[config.mk]
export PLATFORM = sky130hd
export DESIGN_NAME = pave_frame_deframer
export DESIGN_NICKNAME = d
export VERILOG_FILES = /design/src/design/pfd_pkg.sv /design/src/design/pave_frame_deframer.sv /design/src/design/pfd_front.sv /design/src/design/pfd_queue.sv /design/src/design/pfd_back.sv
export SDC_FILE = /design/constraint.sdc
export NUM_CORES = 1
export LEC_CHECK = 0
export BUFFER_PORTS_ARGS = -buffer_cell sky130_fd_sc_hd__buf_2
export CORE_ASPECT_RATIO = 1.75
export CORE_MARGIN = 10
export CORE_UTILIZATION = 25
export CTS_CLUSTER_SIZE = 24
export DETAILED_ROUTE_END_ITERATION = 10
export GPL_TIMING_DRIVEN = 0
export PLACE_DENSITY_LB_ADDON = 0.2
export SETUP_SLACK_MARGIN = 0.1
export SYNTH_ARGS = -nofsm -noshare
export SYNTH_HDL_FRONTEND = slang
export SYNTH_SLANG_ARGS = --single-unit
[constraint.sdc]
create_clock -name clk -period 5.8 [get_ports clk]
set_input_delay 0.58 -clock clk [delete_from_list [all_inputs] [get_ports clk]]
set_output_delay 0.58 -clock clk [all_outputs]
set_load 0.1 [all_outputs]
[src/design/pfd_pkg.sv]
package pfd_pkg;

	// signature bytes 'P', 'a', 'V', 'E'
	localparam logic [7:0] SIG_P = 8'h50;
	localparam logic [7:0] SIG_A = 8'h61;
	localparam logic [7:0] SIG_V = 8'h56;
	localparam logic [7:0] SIG_E = 8'h45;

	// frame offsets of the size fields and the smallest legal header
	localparam logic [16:0] OFF_SIG_END = 17'd4;
	localparam logic [16:0] OFF_HDR_LO  = 17'd6;
	localparam logic [16:0] OFF_HDR_HI  = 17'd7;
	localparam logic [16:0] OFF_PAY_LO  = 17'd8;
	localparam logic [16:0] OFF_PAY_HI  = 17'd9;
	localparam logic [15:0] HDR_MIN     = 16'd10;

	// depth of the queue between front and back
	localparam int QDEPTH = 8;
	localparam int QAW    = $clog2(QDEPTH);

	typedef enum logic {
		KIND_DATA = 1'b0,
		KIND_SIG  = 1'b1
	} kind_t;

	// classified request handed from front to back
	typedef struct packed {
		kind_t      kind;
		logic [7:0] data;
		logic       last;
	} entry_t;

	// queue status seen by the input handshake and the back
	typedef struct packed {
		logic empty;
		logic full;
	} qstat_t;

	function automatic logic [7:0] sig_byte(input logic [1:0] idx);
		logic [7:0] b;
		unique case (idx)
			2'd0: b = SIG_P;
			2'd1: b = SIG_A;
			2'd2: b = SIG_V;
			2'd3: b = SIG_E;
			default: b = SIG_P;
		endcase
		return b;
	endfunction

endpackage

[src/design/pave_frame_deframer.sv]
// channel   direction  handshake                 fields
// input     in         push / full               stream_byte[7:0]
// result    out        empty / pop               frame_byte[7:0], frame_first, frame_last
//
// one byte request can be taken every cycle while full is low; a data byte inside
// a frame passes through a queue entry and then the registered output slot.
// a completed signature makes four results, emitted one per cycle by the back
// end from a single queue entry while pop is high; the eight-entry queue absorbs
// that burst and full rises only when the receiver stalls. bytes outside a frame
// make no result. reset clears parser state, queue pointers and the output slot at once.
module pave_frame_deframer (
	input  logic       clk,
	input  logic       arst_n,
	input  logic       push,
	output logic       full,
	input  logic [7:0] stream_byte,
	output logic       empty,
	input  logic       pop,
	output logic [7:0] frame_byte,
	output logic       frame_first,
	output logic       frame_last
);

	pfd_pkg::entry_t wr_entry;
	pfd_pkg::entry_t rd_entry;
	pfd_pkg::qstat_t stat;
	logic            wr_en;
	logic            rd_en;
	logic            accept;

	// an input request is taken whenever the queue has room
	assign full   = stat.full;
	assign accept = push && !stat.full;

	// front: signature hunt and frame length tracking
	pfd_front u_front (
		.clk         (clk),
		.arst_n      (arst_n),
		.accept      (accept),
		.stream_byte (stream_byte),
		.wr_en       (wr_en),
		.wr_entry    (wr_entry)
	);

	// queue between front and back
	pfd_queue u_queue (
		.clk      (clk),
		.arst_n   (arst_n),
		.wr_en    (wr_en),
		.wr_entry (wr_entry),
		.rd_en    (rd_en),
		.rd_entry (rd_entry),
		.stat     (stat)
	);

	// back: signature expansion and output slot
	pfd_back u_back (
		.clk         (clk),
		.arst_n      (arst_n),
		.rd_entry    (rd_entry),
		.stat        (stat),
		.rd_en       (rd_en),
		.pop         (pop),
		.empty       (empty),
		.frame_byte  (frame_byte),
		.frame_first (frame_first),
		.frame_last  (frame_last)
	);

endmodule

[src/design/pfd_front.sv]
module pfd_front (
	input  logic             clk,
	input  logic             arst_n,
	input  logic             accept,
	input  logic [7:0]       stream_byte,
	output logic             wr_en,
	output pfd_pkg::entry_t  wr_entry
);

	logic [1:0]  matched_q;
	logic        in_frame_q;
	logic [16:0] offset_q;
	logic [15:0] header_q;
	logic [15:0] payload_q;

	logic [1:0]  matched_d;
	logic        in_frame_d;
	logic [16:0] offset_d;
	logic [15:0] header_d;
	logic [15:0] payload_d;

	logic        sig_hit;
	logic [15:0] header_hi;
	logic [15:0] payload_sel;
	logic [16:0] len_sum;
	logic [17:0] off_plus1;
	logic        last;

	// size fields as seen at this byte
	assign header_hi   = {stream_byte, header_q[7:0]};
	assign payload_sel = (offset_q == pfd_pkg::OFF_PAY_HI) ? {stream_byte, payload_q[7:0]}
	                                                       : payload_q;
	assign len_sum     = {1'b0, header_q} + {1'b0, payload_sel};
	assign off_plus1   = {1'b0, offset_q} + 18'd1;

	// end of frame: short header or total length reached
	always_comb begin
		last = 1'b0;
		if (offset_q == pfd_pkg::OFF_HDR_HI) begin
			last = (header_hi < pfd_pkg::HDR_MIN);
		end else if (offset_q >= pfd_pkg::OFF_PAY_HI) begin
			last = ({1'b0, len_sum} == off_plus1);
		end
	end

	assign sig_hit = (stream_byte == pfd_pkg::sig_byte(matched_q));

	// next state and classified request
	always_comb begin
		matched_d  = matched_q;
		in_frame_d = in_frame_q;
		offset_d   = offset_q;
		header_d   = header_q;
		payload_d  = payload_q;
		wr_en      = 1'b0;
		wr_entry   = '{kind: pfd_pkg::KIND_DATA, data: stream_byte, last: 1'b0};
		if (accept) begin
			if (!in_frame_q) begin
				if (sig_hit && matched_q == 2'd3) begin
					wr_en         = 1'b1;
					wr_entry.kind = pfd_pkg::KIND_SIG;
					matched_d     = 2'd0;
					in_frame_d    = 1'b1;
					offset_d      = pfd_pkg::OFF_SIG_END;
					header_d      = '0;
					payload_d     = '0;
				end else if (sig_hit) begin
					matched_d = matched_q + 2'd1;
				end else begin
					matched_d = (stream_byte == pfd_pkg::SIG_P) ? 2'd1 : 2'd0;
				end
			end else begin
				wr_en         = 1'b1;
				wr_entry.last = last;
				if (offset_q == pfd_pkg::OFF_HDR_LO) begin
					header_d = {8'd0, stream_byte};
				end else if (offset_q == pfd_pkg::OFF_HDR_HI) begin
					header_d = header_hi;
				end else if (offset_q == pfd_pkg::OFF_PAY_LO) begin
					payload_d = {8'd0, stream_byte};
				end else if (offset_q == pfd_pkg::OFF_PAY_HI) begin
					payload_d = payload_sel;
				end
				if (last) begin
					in_frame_d = 1'b0;
					offset_d   = '0;
					matched_d  = 2'd0;
				end else begin
					offset_d = offset_q + 17'd1;
				end
			end
		end
	end

	// parser state
	always_ff @(posedge clk or negedge arst_n) begin
		if (!arst_n) begin
			matched_q  <= '0;
			in_frame_q <= 1'b0;
			offset_q   <= '0;
			header_q   <= '0;
			payload_q  <= '0;
		end else begin
			matched_q  <= matched_d;
			in_frame_q <= in_frame_d;
			offset_q   <= offset_d;
			header_q   <= header_d;
			payload_q  <= payload_d;
		end
	end

`ifndef SYNTHESIS
	a_frame_no_match: assert property (@(posedge clk) disable iff (!arst_n)
		in_frame_q |-> (matched_q == 2'd0))
		else $error("partial signature count kept inside a frame");
	a_frame_offset: assert property (@(posedge clk) disable iff (!arst_n)
		in_frame_q |-> (offset_q >= pfd_pkg::OFF_SIG_END))
		else $error("frame offset below end of signature");
`endif

endmodule

[src/design/pfd_queue.sv]
module pfd_queue (
	input  logic             clk,
	input  logic             arst_n,
	input  logic             wr_en,
	input  pfd_pkg::entry_t  wr_entry,
	input  logic             rd_en,
	output pfd_pkg::entry_t  rd_entry,
	output pfd_pkg::qstat_t  stat
);

	pfd_pkg::entry_t mem_q [pfd_pkg::QDEPTH];

	logic [pfd_pkg::QAW-1:0] wr_ptr_q;
	logic [pfd_pkg::QAW-1:0] rd_ptr_q;
	logic [pfd_pkg::QAW:0]   count_q;
	logic                    do_wr;
	logic                    do_rd;

	assign stat.empty = (count_q == '0);
	assign stat.full  = (count_q == (pfd_pkg::QAW + 1)'(pfd_pkg::QDEPTH));
	assign do_wr      = wr_en && !stat.full;
	assign do_rd      = rd_en && !stat.empty;
	assign rd_entry   = mem_q[rd_ptr_q];

	// storage
	always_ff @(posedge clk) begin
		if (do_wr) begin
			mem_q[wr_ptr_q] <= wr_entry;
		end
	end

	// pointers and fill count
	always_ff @(posedge clk or negedge arst_n) begin
		if (!arst_n) begin
			wr_ptr_q <= '0;
			rd_ptr_q <= '0;
			count_q  <= '0;
		end else begin
			if (do_wr) begin
				wr_ptr_q <= wr_ptr_q + 1'b1;
			end
			if (do_rd) begin
				rd_ptr_q <= rd_ptr_q + 1'b1;
			end
			if (do_wr && !do_rd) begin
				count_q <= count_q + 1'b1;
			end else if (do_rd && !do_wr) begin
				count_q <= count_q - 1'b1;
			end
		end
	end

`ifndef SYNTHESIS
	a_queue_count: assert property (@(posedge clk) disable iff (!arst_n)
		(wr_en && stat.full && !do_rd) |=> (count_q == $past(count_q)))
		else $error("queue count moved on write while full");
`endif

endmodule

[src/design/pfd_back.sv]
module pfd_back (
	input  logic             clk,
	input  logic             arst_n,
	input  pfd_pkg::entry_t  rd_entry,
	input  pfd_pkg::qstat_t  stat,
	output logic             rd_en,
	input  logic             pop,
	output logic             empty,
	output logic [7:0]       frame_byte,
	output logic             frame_first,
	output logic             frame_last
);

	logic       valid_q;
	logic [1:0] sig_idx_q;
	logic [7:0] byte_q;
	logic       first_q;
	logic       last_q;
	logic       load;

	assign empty       = !valid_q;
	assign frame_byte  = byte_q;
	assign frame_first = first_q;
	assign frame_last  = last_q;

	// output slot free or being drained this cycle
	assign load  = !valid_q || pop;
	assign rd_en = load && (sig_idx_q == 2'd0) && !stat.empty;

	// output control: valid and signature expansion index
	always_ff @(posedge clk or negedge arst_n) begin
		if (!arst_n) begin
			valid_q   <= 1'b0;
			sig_idx_q <= '0;
		end else if (load) begin
			if (sig_idx_q != 2'd0) begin
				valid_q   <= 1'b1;
				sig_idx_q <= sig_idx_q + 2'd1;
			end else if (!stat.empty) begin
				valid_q   <= 1'b1;
				sig_idx_q <= (rd_entry.kind == pfd_pkg::KIND_SIG) ? 2'd1 : 2'd0;
			end else begin
				valid_q <= 1'b0;
			end
		end
	end

	// output payload
	always_ff @(posedge clk) begin
		if (load) begin
			if (sig_idx_q != 2'd0) begin
				byte_q  <= pfd_pkg::sig_byte(sig_idx_q);
				first_q <= 1'b0;
				last_q  <= 1'b0;
			end else if (!stat.empty) begin
				if (rd_entry.kind == pfd_pkg::KIND_SIG) begin
					byte_q  <= pfd_pkg::SIG_P;
					first_q <= 1'b1;
					last_q  <= 1'b0;
				end else begin
					byte_q  <= rd_entry.data;
					first_q <= 1'b0;
					last_q  <= rd_entry.last;
				end
			end
		end
	end

`ifndef SYNTHESIS
	a_expand_valid: assert property (@(posedge clk) disable iff (!arst_n)
		(sig_idx_q != 2'd0) |-> valid_q)
		else $error("signature expansion without a result held");
	a_first_is_p: assert property (@(posedge clk) disable iff (!arst_n)
		(valid_q && first_q) |-> (byte_q == pfd_pkg::SIG_P && !last_q))
		else $error("frame start not on signature byte");
`endif

endmodule

==> results.cfg, run 1 <==
[critical_path]
worst_setup_path_start_kind = flip-flop
crit_end_element = flip-flop
critical_path_data_required_time_ns = 6.12
worstPathMaxFanout = 10
crit_family = simple AND/OR/NAND/NOR gates
worst-setup-path-type = flip-flop to flip-flop
worst_ep_arrival_time_ns = 5.67
slowest_delay_ns = 0.44
worstPathCellList = clkbuf_1 -> nor4_2 -> nand4_1 -> nor3b_1 -> nand2_2 -> mux2_2 -> ha_1 -> o211ai_1 -> o21ai_0 -> inv_1 -> o31ai_1 -> xnor2_1 -> or3b_4 -> nor4_4 -> buf_4 -> buf_6 -> o21ai_1 -> a32o_1
worst_path_max_delay_cell = sky130_fd_sc_hd__or3b_4
path_buf_inv = 4

[synthesis]
synthMuxAreaShare_pct = 8.06
synthesis.instances = 722
synth.ff_latch_count = 155
avgSynthCellArea_um2 = 11.7
synth_xor_area_share_pct = 5.62
dominant_combinational_cell_family_by_area_after_synthesis = simple AND/OR/NAND/NOR gates
synth_simple_gate_area_share_pct = 14.3
synthFlopType = sky130_fd_sc_hd__edfxtp_1
synth.area.top_cells = sky130_fd_sc_hd__edfxtp_1 32%, sky130_fd_sc_hd__dfrtp_1 19%, sky130_fd_sc_hd__ha_1 5.4%
syn_nets = 772
post-synth-top-area-fraction_pct = 32.1
post_synth_edffs = 90
async_reset_ff_share_pct = 41.9
synth_fa_ha_area_share_pct = 5.83
synth_seq_area_share_pct = 51.5
syn_area_um2 = 8410
synth_top_cell_by_area = sky130_fd_sc_hd__edfxtp_1
synth_compound_gate_area_share_pct = 11.1
yosys_warnings = 0
ys_types = 68

[timing]
report.final.slew_viol_count = 0
max_freq_ghz = 0.187
skew_ns = 0.0103
setup_violations = 0
max-slew-margin-rel_pct = 14.7
setup_ws_ns = 0.451
hold_violations = 0
setup_repair_after_global_routing_missed_its_margin = false
worst_slew_pin_slew_ns = 1.27
layout_min_cycle_time_ns = 5.35
layout_worst_path_cycle_share_pct = 92.2
fin_setup_tns_ns = 0

[floorplanning]
die_w_um = 159
die-area_um2 = 41700
initial_utilization_pct = 25.4
dieHeight_um = 263
coreArea_um2 = 33100
std_cell_rows = 88
ios = 24

[global_routing]
top_usage_layer = met2
grt_start_max_net_pins = 47
globalRoute.totalOverflow = 0
antenna_violations_before_repair = 0
use_met3_pct = 2.41
met1_usage_pct = 10.4
use_met2_pct = 23.4
wire_length_of_the_first_global_routing_pass_mm = 36.5
via_count_of_the_first_global_routing_pass = 6157
gr-usage-all-layers_pct = 11.8

[min_path]
hold_class = input pin to asynchronous set/reset pin

[routing]
route.detailed.drc = 0
drt-total-wl_mm = 23.8
detailroute.via_count = 5804
postRouteAntennaNets = 0
avgRoutedWirePerCell_um = 19.3
drt-initial-drc-count = 251
vias_per_cell = 4.69
drtPass1Iterations = 5

[finish]
layout-drive-gt1-share_pct = 17.0
final_nets = 824
num_antenna_cells = 0
final_design_area_no_fill_um2 = 9810
synthToLayoutAreaGrowth_pct = 16.6
layout.cells.non_filler = 1237

[clock_tree]
cts.path.max_buffers = 2
clk_root_buffer_cell = sky130_fd_sc_hd__clkbuf_16
numCtsBuffers = 17
cts-hold-fix-buffers = 0
cts_tree = done
clk_latency_ns = 0.44
clock_sinks = 155
htree_num_levels = 4
cts.clk_slew.worst_paths_ns = 0.07

[power_and_ir_drop]
worst_vdd_drop_mv = 0.196
power.density_nw_per_um2 = 294
leakage_nw = 3.88
total_power_w = 0.00289

[placement]
placedInstanceArea_um2 = 9240
placed_cells = 1204
place.gp.congestion = 0.840
hpwlAfterDp_mm = 18.5
io_buffers = 23
post-place-ws_ns = 0.00741

[flow_run]
cap_violations = 0

[outcome]
run_status = finished clean
[state kept, by name (all words and copies together) (netlist names), 2 cells and up]
signal / cells
u_front.header_q: 16
u_queue.wr_ptr_q: 3
u_queue.count_q: 4
u_front.matched_q: 2
u_front.payload_q: 16
u_back.sig_idx_q: 2
u_queue.mem_q: 80
u_back.frame_byte: 8
u_front.offset_q: 17
u_queue.rd_ptr_q: 3
[repair_timing]
item / 4_1_cts / 5_1_grt
gates cloned: 0 / 0
pin swaps: 0 / 1
setup buffers: 0 / 1
gates resized for setup: 3 / 1
setup endpoints to repair: 16 / 28
[cells in the mapped netlist, drive strengths merged (5+ instances only)]
library cell / count
edfxtp: 90
dfrtp: 65
nand2: 64
nor2: 48
xnor2: 40
ha: 36
o21ai: 35
nand3: 33
inv: 30
clkbuf: 22
nor3: 21
a21oi: 20
mux4: 20
a22o: 19
buf: 18
mux2: 14
xor2: 14
a21o: 13
nor4: 13
nand4: 11
a221o: 10
o31ai: 10
mux2i: 7
and3: 6
nor3b: 6
nor4b: 6
nand2b: 5
[report_power, final]
part | internal [W] | switching, W | total (W)
combinational | 0.000133 | 0.000427 | 0.000560
clock | 0.000594 | 0.000478 | 0.00107
sequential | 0.00124 | 0.0000175 | 0.00125
total | 0.00196 | 0.000923 | 0.00289
[metrics by stage]
step                util [%]  hold WS (ns)
finish                  29.6        0.0337
global route            29.6        0.0285
CTS                     29.6        0.0209
detailed placement      27.9         0.485
global placement        27.4         0.475
floorplan                  -         0.284
[metal layers]
metal	vias up	routed length (um)
met1	2836	7880
met5	-	0
li1	2787	-
met4	0	1170
met3	60	669
met2	121	14100
[cells by family (layout without fill, tap and decap cells)]
| logic type | after synthesis | after routing |
|---|---|---|
| xor+xnor | 54 | 54 |
| simple gates | 231 | 231 |
| compound gates | 133 | 133 |
| mux | 41 | 41 |
| fa+ha+maj | 38 | 38 |
| buf+inv | 70 | 135 |
| flops | 155 | 155 |
[worst paths after layout]
kind,slack (ns),start,depth (start not counted),endpoint
max,0.45,u_front.offset_q[12]$_DFFE_PN0P_,18,u_front.matched_q[1]$_DFFE_PN0P_
max reg2reg,0.45,u_front.offset_q[12]$_DFFE_PN0P_,18,u_front.matched_q[1]$_DFFE_PN0P_
min reg2reg,0.50,u_front.payload_q[6]$_DFFE_PN0P_,2,u_front.payload_q[6]$_DFFE_PN0P_
min in group clk,0.44,stream_byte[1],1,u_queue.mem_q[4][2]$_DFFE_PP_
min,0.03,arst_n,1,u_front.offset_q[1]$_DFFE_PN0P_
max in group asynchronous,5.20,arst_n,2,u_front.header_q[11]$_DFFE_PN0P_
[cells in the final DEF (no fill, tap or decap), drive strengths merged, types with 35 or more instances in the layout]
cell type	Yosys	layout
buf	18	51
xnor2	40	40
edfxtp	90	90
nand2	64	64
o21ai	35	35
ha	36	36
clkbuf	22	41
dfrtp	65	65
nor2	48	48
[final cells by class]
class                   count  area, um^2
well taps                 450         563
clock inverters            13         119
plain buffers              40         194
fillers                  3394       23300
repair buffers             33         228
inverters                  30         113
flip-flops and latches    155        4330
clock buffers              19         433
multi-input cells         497        3830
Power figures use the tool's default switching activity.
==> run 2: changes to the inputs <==
--- a/config.mk
+++ b/config.mk
@@ -5,6 +5,7 @@
 export SDC_FILE = /design/constraint.sdc
 export NUM_CORES = 1
 export LEC_CHECK = 0
+export ABC_AREA = 1
 export BUFFER_PORTS_ARGS = -buffer_cell sky130_fd_sc_hd__buf_2
 export CORE_ASPECT_RATIO = 1.75
 export CORE_MARGIN = 10
==> run 2 against run 1 <==
Compared with the run above: combinational power rose to 3.7 times the previous value; sequential cell count did not move; critical path depth rose by 5; power rose by 62%; first-iteration DRC count rose by 38%; clock power barely moved; worst setup slack improved by 0.89 ns; clock skew rose by 0.0012 ns; area after synthesis rose by 6.2%; wire length rose by 12%; non-clock buffer count fell by 26; critical path type unchanged; highest routed layer unchanged.
==> results.cfg, run 2 <==
[outcome]
run_status = finished clean

[synthesis]
synth.most_common_cell = sky130_fd_sc_hd__nand2_1
dominant_combinational_cell_family_by_area_after_synthesis = simple AND/OR/NAND/NOR gates
synthesis.instances = 1075
synth.area.top_cells = sky130_fd_sc_hd__edfxtp_1 30%, sky130_fd_sc_hd__dfrtp_1 18%, sky130_fd_sc_hd__nand2_1 14%
synth_xor_area_share_pct = 1.54
avgSynthCellArea_um2 = 8.31
async_reset_ff_share_pct = 41.9
synthMuxAreaShare_pct = 0
synth.top_cells.by_count = 324 x sky130_fd_sc_hd__nand2_1, 115 x sky130_fd_sc_hd__inv_1, 111 x sky130_fd_sc_hd__nor2_1, 90 x sky130_fd_sc_hd__edfxtp_1, 79 x sky130_fd_sc_hd__o21ai_0
post_synth_edffs = 90
ys_types = 46
synth_seq_area_share_pct = 48.5
synth_top_cell_by_area = sky130_fd_sc_hd__edfxtp_1
synth_simple_gate_area_share_pct = 26.6
synthFlopType = sky130_fd_sc_hd__edfxtp_1
syn_nets = 1125
synth_fa_ha_area_share_pct = 5.49
post-synth-top-area-fraction_pct = 30.3
synth.ff_latch_count = 155
synth_compound_gate_area_share_pct = 11.4
syn_area_um2 = 8930
yosys_warnings = 0

[finish]
fillers = 3809
postLayoutCoreUtil_pct = 28.9
top_regs = u_queue.mem_q x80, u_front.offset_q x17
layout_common_cells = 324 x sky130_fd_sc_hd__nand2_1, 115 x sky130_fd_sc_hd__inv_1, 111 x sky130_fd_sc_hd__nor2_1
layout-drive-gt1-share_pct = 8.58
num_antenna_cells = 0
synthToLayoutAreaGrowth_pct = 14.3
multi_input_comb_area_um2 = 4020
largest-register = u_queue.mem_q
layout.cells.most_common = sky130_fd_sc_hd__nand2_1
area.sequential_um2 = 4330
largest_register_ff_count = 80
final_nets = 1168

[routing]
route.met3.wl_um = 553
detailroute.via_count = 7305
drt-total-wl_mm = 26.7
postRouteAntennaNets = 0
drtPass1Iterations = 5
detailroute.wirelength.met2_mm = 15.6
route.detailed.drc = 0
route.top_layer_used = met4
routedLengthMet1_mm = 9.32
vias_per_cell = 4.58
drt-initial-drc-count = 346
avgRoutedWirePerCell_um = 16.7

[clock_tree]
cts-hold-fix-buffers = 0
cts.clk_slew.worst_paths_ns = 0.07
cts.path.max_buffers = 2
clk_root_buffer_cell = sky130_fd_sc_hd__clkbuf_16
post_cts.repair.setup_buffers = 0
cts_tree = done
numCtsBuffers = 17
clock_sinks = 155
post_cts.resized_instances = 0
htree_num_levels = 4
clk_latency_ns = 0.44

[global_routing]
antenna_violations_before_repair = 0
gr-usage-all-layers_pct = 12.3
globalRoute.totalOverflow = 0
via_count_of_the_first_global_routing_pass = 7446
wire_length_of_the_first_global_routing_pass_mm = 41.4
grt_start_max_net_pins = 44

[min_path]
hold_class = input pin to asynchronous set/reset pin

[timing]
skew_ns = 0.0115
layout_worst_path_cycle_share_pct = 77.0
layout_min_cycle_time_ns = 4.46
max_freq_ghz = 0.224
fin_hold_ws_ns = 0.0535
max-slew-margin-rel_pct = 22.4
setup_repair_after_global_routing_missed_its_margin = false
hold_violations = 0
report.final.slew_viol_count = 0
setup_violations = 0
fin_setup_tns_ns = 0
setup_ws_ns = 1.34
worst_slew_pin_slew_ns = 1.16

[power_and_ir_drop]
power.density_nw_per_um2 = 457
leakage_nw = 4.39
worst_vdd_drop_mv = 0.189

[floorplanning]
initial_utilization_pct = 25.3
die-area_um2 = 44000
die_w_um = 163
std_cell_rows = 91
dieHeight_um = 270
coreArea_um2 = 35300
ios = 24

[placement]
hpwlAfterDp_mm = 20.9
post-place-ws_ns = 1.29
io_buffers = 23
place.gp.congestion = 0.837

[critical_path]
worstPathMaxFanout = 10
worstPathCellList = inv_1 -> nand4_1 -> nor2_1 -> nand2_1 -> inv_1 -> buf_2 -> nand2_1 -> o21a_1 -> ha_1 -> nand2_1 -> nand2_1 -> inv_1 -> nand2_1 -> a21oi_1 -> nand2_1 -> nand2_1 -> nand3_1 -> nand2_1 -> and3_1 -> nand3_1 -> nand2_1 -> nand2_1 -> nor2_1
worst_ep_arrival_time_ns = 4.61
worst-setup-path-type = flip-flop to flip-flop
worst_path_max_delay_cell = sky130_fd_sc_hd__dfrtp_1
worst_setup_path_start_kind = flip-flop
crit_end_element = flip-flop
slowest_delay_ns = 0.49
critical_path_data_required_time_ns = 5.95
crit_top_cell = sky130_fd_sc_hd__nand2_1

[flow_run]
cap_violations = 0
==> run 2: cell type report <==
| cell class | count | share of cell area (%) |
|---|---|---|
| Buffer | 23 | 1.36 |
| Clock buffer | 18 | 4.20 |
| Clock inverter | 14 | 1.18 |
| Inverter | 118 | 4.34 |
| Multi-Input combinational cell | 779 | 39.4 |
| Sequential cell | 155 | 42.4 |
| Tap cell | 465 | 5.70 |
| Timing Repair Buffer | 24 | 1.42 |
==> run 2: worst max-delay path, delay by kind of cell, from the launching register on <==
kind,cells,cell delay (ns)
AOI/OAI and AO/OA,2,0.40
DFF,1,0.49
buffers and inverters,4,0.76
and+or+nand+nor,16,2.13
adders and majority gates,1,0.39
==> run 2: where the power goes <==
group / internal [W] / switching (W) / leakage (nW) / total (W)
registers: 0.00137 / 0.000165 / 1.69 / 0.00153
clock network: 0.000589 / 0.000467 / 0.262 / 0.00106
logic: 0.000605 / 0.00147 / 2.44 / 0.00208
total: 0.00256 / 0.00210 / 4.39 / 0.00467
==> run 2: metal layers <==
layer	vias up	global-route usage [%]
li1	3676	-
met1	3456	11.0
met2	117	24.8
met3	56	1.83
met4	0	7.14
met5	-	0
==> run 2: path summary, 6_finish.rpt <==
path / startpoint / to / slack, ns / depth (start not counted)
worst max-delay path: u_front.offset_q[14]$_DFFE_PN0P_ / u_queue.mem_q[1][0]$_DFFE_PP_ / 1.34 / 23
worst min-delay path: arst_n / u_front.payload_q[7]$_DFFE_PN0P_ / 0.05 / 1
worst max register to register: u_front.offset_q[14]$_DFFE_PN0P_ / u_queue.mem_q[1][0]$_DFFE_PP_ / 1.34 / 23
worst min register to register: u_front.payload_q[11]$_DFFE_PN0P_ / u_front.payload_q[11]$_DFFE_PN0P_ / 0.49 / 2
max in group asynchronous: arst_n / u_queue.rd_ptr_q[2]$_DFFE_PN0P_ / 5.16 / 2
min in group clk: pop / u_back.valid_q$_DFFE_PN0N_ / 0.42 / 3
==> run 2: logic make-up (layout without fill, tap and decap cells) <==
kind of cell / after synthesis / in the layout
compound gates: 166 / 166
xor+xnor: 14 / 14
fa+ha+maj: 38 / 38
buf+inv: 141 / 197
flops: 155 / 155
simple gates: 561 / 561
==> run 2: metrics by stage <==
step	std cells	cell area (um^2)	power, W
after floorplan	1075	8930	0.00305
after global placement	1563	9630	0.00365
after detailed placement	1564	9660	0.00366
after CTS	1596	10200	0.00474
after global routing	1596	10200	0.00501
final	1596	10200	0.00467
==> run 3: changes to the inputs <==
==> constraint.sdc (replaced) <==
create_clock -name clk -period 3.84 [get_ports clk]
set_input_delay 0.384 -clock clk [delete_from_list [all_inputs] [get_ports clk]]
set_output_delay 0.384 -clock clk [all_outputs]
set_load 0.1 [all_outputs]
==> run 3 against run 2 <==
Compared with the run above: first-iteration DRC count decreased by 9.0%; sequential share of layout area decreased by 0.76 points; sequential power increased by 52%; wire length increased by 1.2%; cell area increased by 2.1%; utilization increased by 0.60 points; critical endpoint unchanged; non-clock buffer count increased by 6; clock skew decreased by 0.0015 ns; final cell count increased by 0.38%; global-route usage about the same; sequential cell count unchanged.
==> results.cfg, run 3 (same netlist as run 2, synthesis figures left out) <==
[finish]
largest_register_ff_count = 80
layout.cells.most_common = sky130_fd_sc_hd__nand2_1
final_nets = 1174
top_regs = u_queue.mem_q x80, u_front.offset_q x17
num_antenna_cells = 0
synthToLayoutAreaGrowth_pct = 16.6
layout_common_cells = 323 x sky130_fd_sc_hd__nand2_1, 109 x sky130_fd_sc_hd__inv_1, 104 x sky130_fd_sc_hd__nor2_1
largest-register = u_queue.mem_q
postLayoutCoreUtil_pct = 29.5
final_design_area_no_fill_um2 = 10400
layout-drive-gt1-share_pct = 12.3

[floorplanning]
die-area_um2 = 44000
initial_utilization_pct = 25.3
coreArea_um2 = 35300
die_w_um = 163
dieHeight_um = 270
std_cell_rows = 91
ios = 24

[routing]
drt-initial-drc-count = 315
detailroute.via_count = 7299
drtPass1Iterations = 4
avgRoutedWirePerCell_um = 16.9
vias_per_cell = 4.56
postRouteAntennaNets = 0
drt-total-wl_mm = 27.1
route.detailed.drc = 0

[critical_path]
path_buf_inv = 3
worstPathCellList = nor2_1 -> nand3_1 -> nor2_4 -> nand2_4 -> inv_4 -> buf_6 -> o21a_1 -> ha_1 -> nand2_1 -> inv_1 -> nand2_1 -> nand2_1 -> a21oi_2 -> nand2_1 -> nand2_1 -> nand3_1 -> nand2_1 -> and3_1 -> nand3_1 -> nand2_1 -> nand2_1 -> nor2_4
crit_end_element = flip-flop
worst-setup-path-type = flip-flop to flip-flop
worstPathMaxFanout = 10
worst_path_max_delay_cell = sky130_fd_sc_hd__dfrtp_1
crit_family = simple AND/OR/NAND/NOR gates
worst_setup_path_start_kind = flip-flop
crit_top_cell = sky130_fd_sc_hd__nand2_1
critical_path_data_required_time_ns = 4.09
slowest_delay_ns = 0.45
worst_ep_arrival_time_ns = 3.74

[placement]
io_buffers = 23
post-place-ws_ns = -0.666
place.gp.congestion = 0.837
hpwlAfterDp_mm = 20.9
placedInstanceArea_um2 = 9660

[clock_tree]
cts.path.max_buffers = 2
cts.clk_slew.worst_paths_ns = 0.07
numCtsBuffers = 17
cts_tree = done
htree_num_levels = 4
clk_latency_ns = 0.44
clock_sinks = 155
clk_root_buffer_cell = sky130_fd_sc_hd__clkbuf_16

[global_routing]
gr-usage-all-layers_pct = 12.4
wire_length_of_the_first_global_routing_pass_mm = 41.5
antenna_violations_before_repair = 0
grt_start_max_net_pins = 44
via_count_of_the_first_global_routing_pass = 7430
globalRoute.totalOverflow = 0

[timing]
report.final.slew_viol_count = 0
setup_repair_after_global_routing_missed_its_margin = false
worst_slew_pin_slew_ns = 1.17
hold_violations = 0
layout_min_cycle_time_ns = 3.49
skew_ns = 0.00994
setup_ws_ns = 0.352
max-slew-margin-rel_pct = 21.5
setup_violations = 0
max_freq_ghz = 0.287
layout_worst_path_cycle_share_pct = 90.8

[power_and_ir_drop]
worst_vdd_drop_mv = 0.287
power.density_nw_per_um2 = 691
total_power_w = 0.00720
leakage_nw = 4.44

[flow_run]
cap_violations = 0

[outcome]
run_status = finished clean

[min_path]
hold_class = input pin to flip-flop
run 3: final timing paths:
check                                                   from                                 to  slack [ns]  cells past startpoint
setup / recovery             u_front.offset_q[9]$_DFFE_PN0P_      u_queue.mem_q[1][0]$_DFFE_PP_        0.35                     22
min in group asynchronous                             arst_n    u_front.header_q[4]$_DFFE_PN0P_        0.41                      2
max in group asynchronous                             arst_n   u_front.offset_q[14]$_DFFE_PN0P_        2.83                      3
setup reg to reg             u_front.offset_q[9]$_DFFE_PN0P_      u_queue.mem_q[1][0]$_DFFE_PP_        0.35                     22
hold / removal                                           pop         u_back.valid_q$_DFFE_PN0N_        0.22                      3
hold reg to reg            u_front.payload_q[11]$_DFFE_PN0P_  u_front.payload_q[11]$_DFFE_PN0P_        0.49                      2
run 3: worst register-to-register path: cells and delay by family (launching register included):
family | cells | cell delay, ns
flip-flops | 1 | 0.45
adder cells (fa/ha/maj) | 1 | 0.35
buffers and inverters | 3 | 0.32
AO/OA/AOI/OAI | 2 | 0.31
AND/OR/NAND/NOR | 16 | 1.88
run 3: power by group:
| group | internal, W | switching (W) | total (W) |
|---|---|---|---|
| clock network | 0.000890 | 0.000711 | 0.00160 |
| logic | 0.000974 | 0.00230 | 0.00327 |
| registers | 0.00207 | 0.000257 | 0.00233 |
| total | 0.00393 | 0.00327 | 0.00720 |
run 3: metal layers:
layer | share of wire (%) | vias up | track usage [%] | routed length, um
met5 | 0 | - | 0 | 0
met4 | 4.5 | 0 | 6.81 | 1210
met3 | 2.0 | 55 | 1.86 | 549
met2 | 58 | 104 | 25.0 | 15800
met1 | 35 | 3451 | 11.0 | 9510
li1 | - | 3689 | - | -
run 3: repair_timing:
| item | CTS | global route |
|---|---|---|
| pin swaps | 2 | 7 |
| hold buffers | 1 | 0 |
| setup buffers | 1 | 4 |
| hold endpoints to repair | 22 | 0 |
| gates resized for setup | 17 | 34 |
| setup endpoints to repair | 69 | 29 |
run 3: stage by stage:
step,setup TNS (ns),hold slack (ns),std cells
detailed placement,-11.74,0.324,1564
global placement,-11.16,0.469,1563
global route,0,0.219,1602
CTS,0,0.193,1598
finish,0,0.224,1602
floorplan,0,0.0884,1075
run 3: layout make-up:
| class | instances | area (um^2) |
|---|---|---|
| inverters | 118 | 445 |
| flip-flops and latches | 155 | 4340 |
| multi-input cells | 779 | 4160 |
| clock inverters | 14 | 120 |
| plain buffers | 23 | 145 |
| well taps | 465 | 582 |
| clock buffers | 18 | 429 |
| repair buffers | 30 | 193 |
| fillers | 3785 | 24900 |
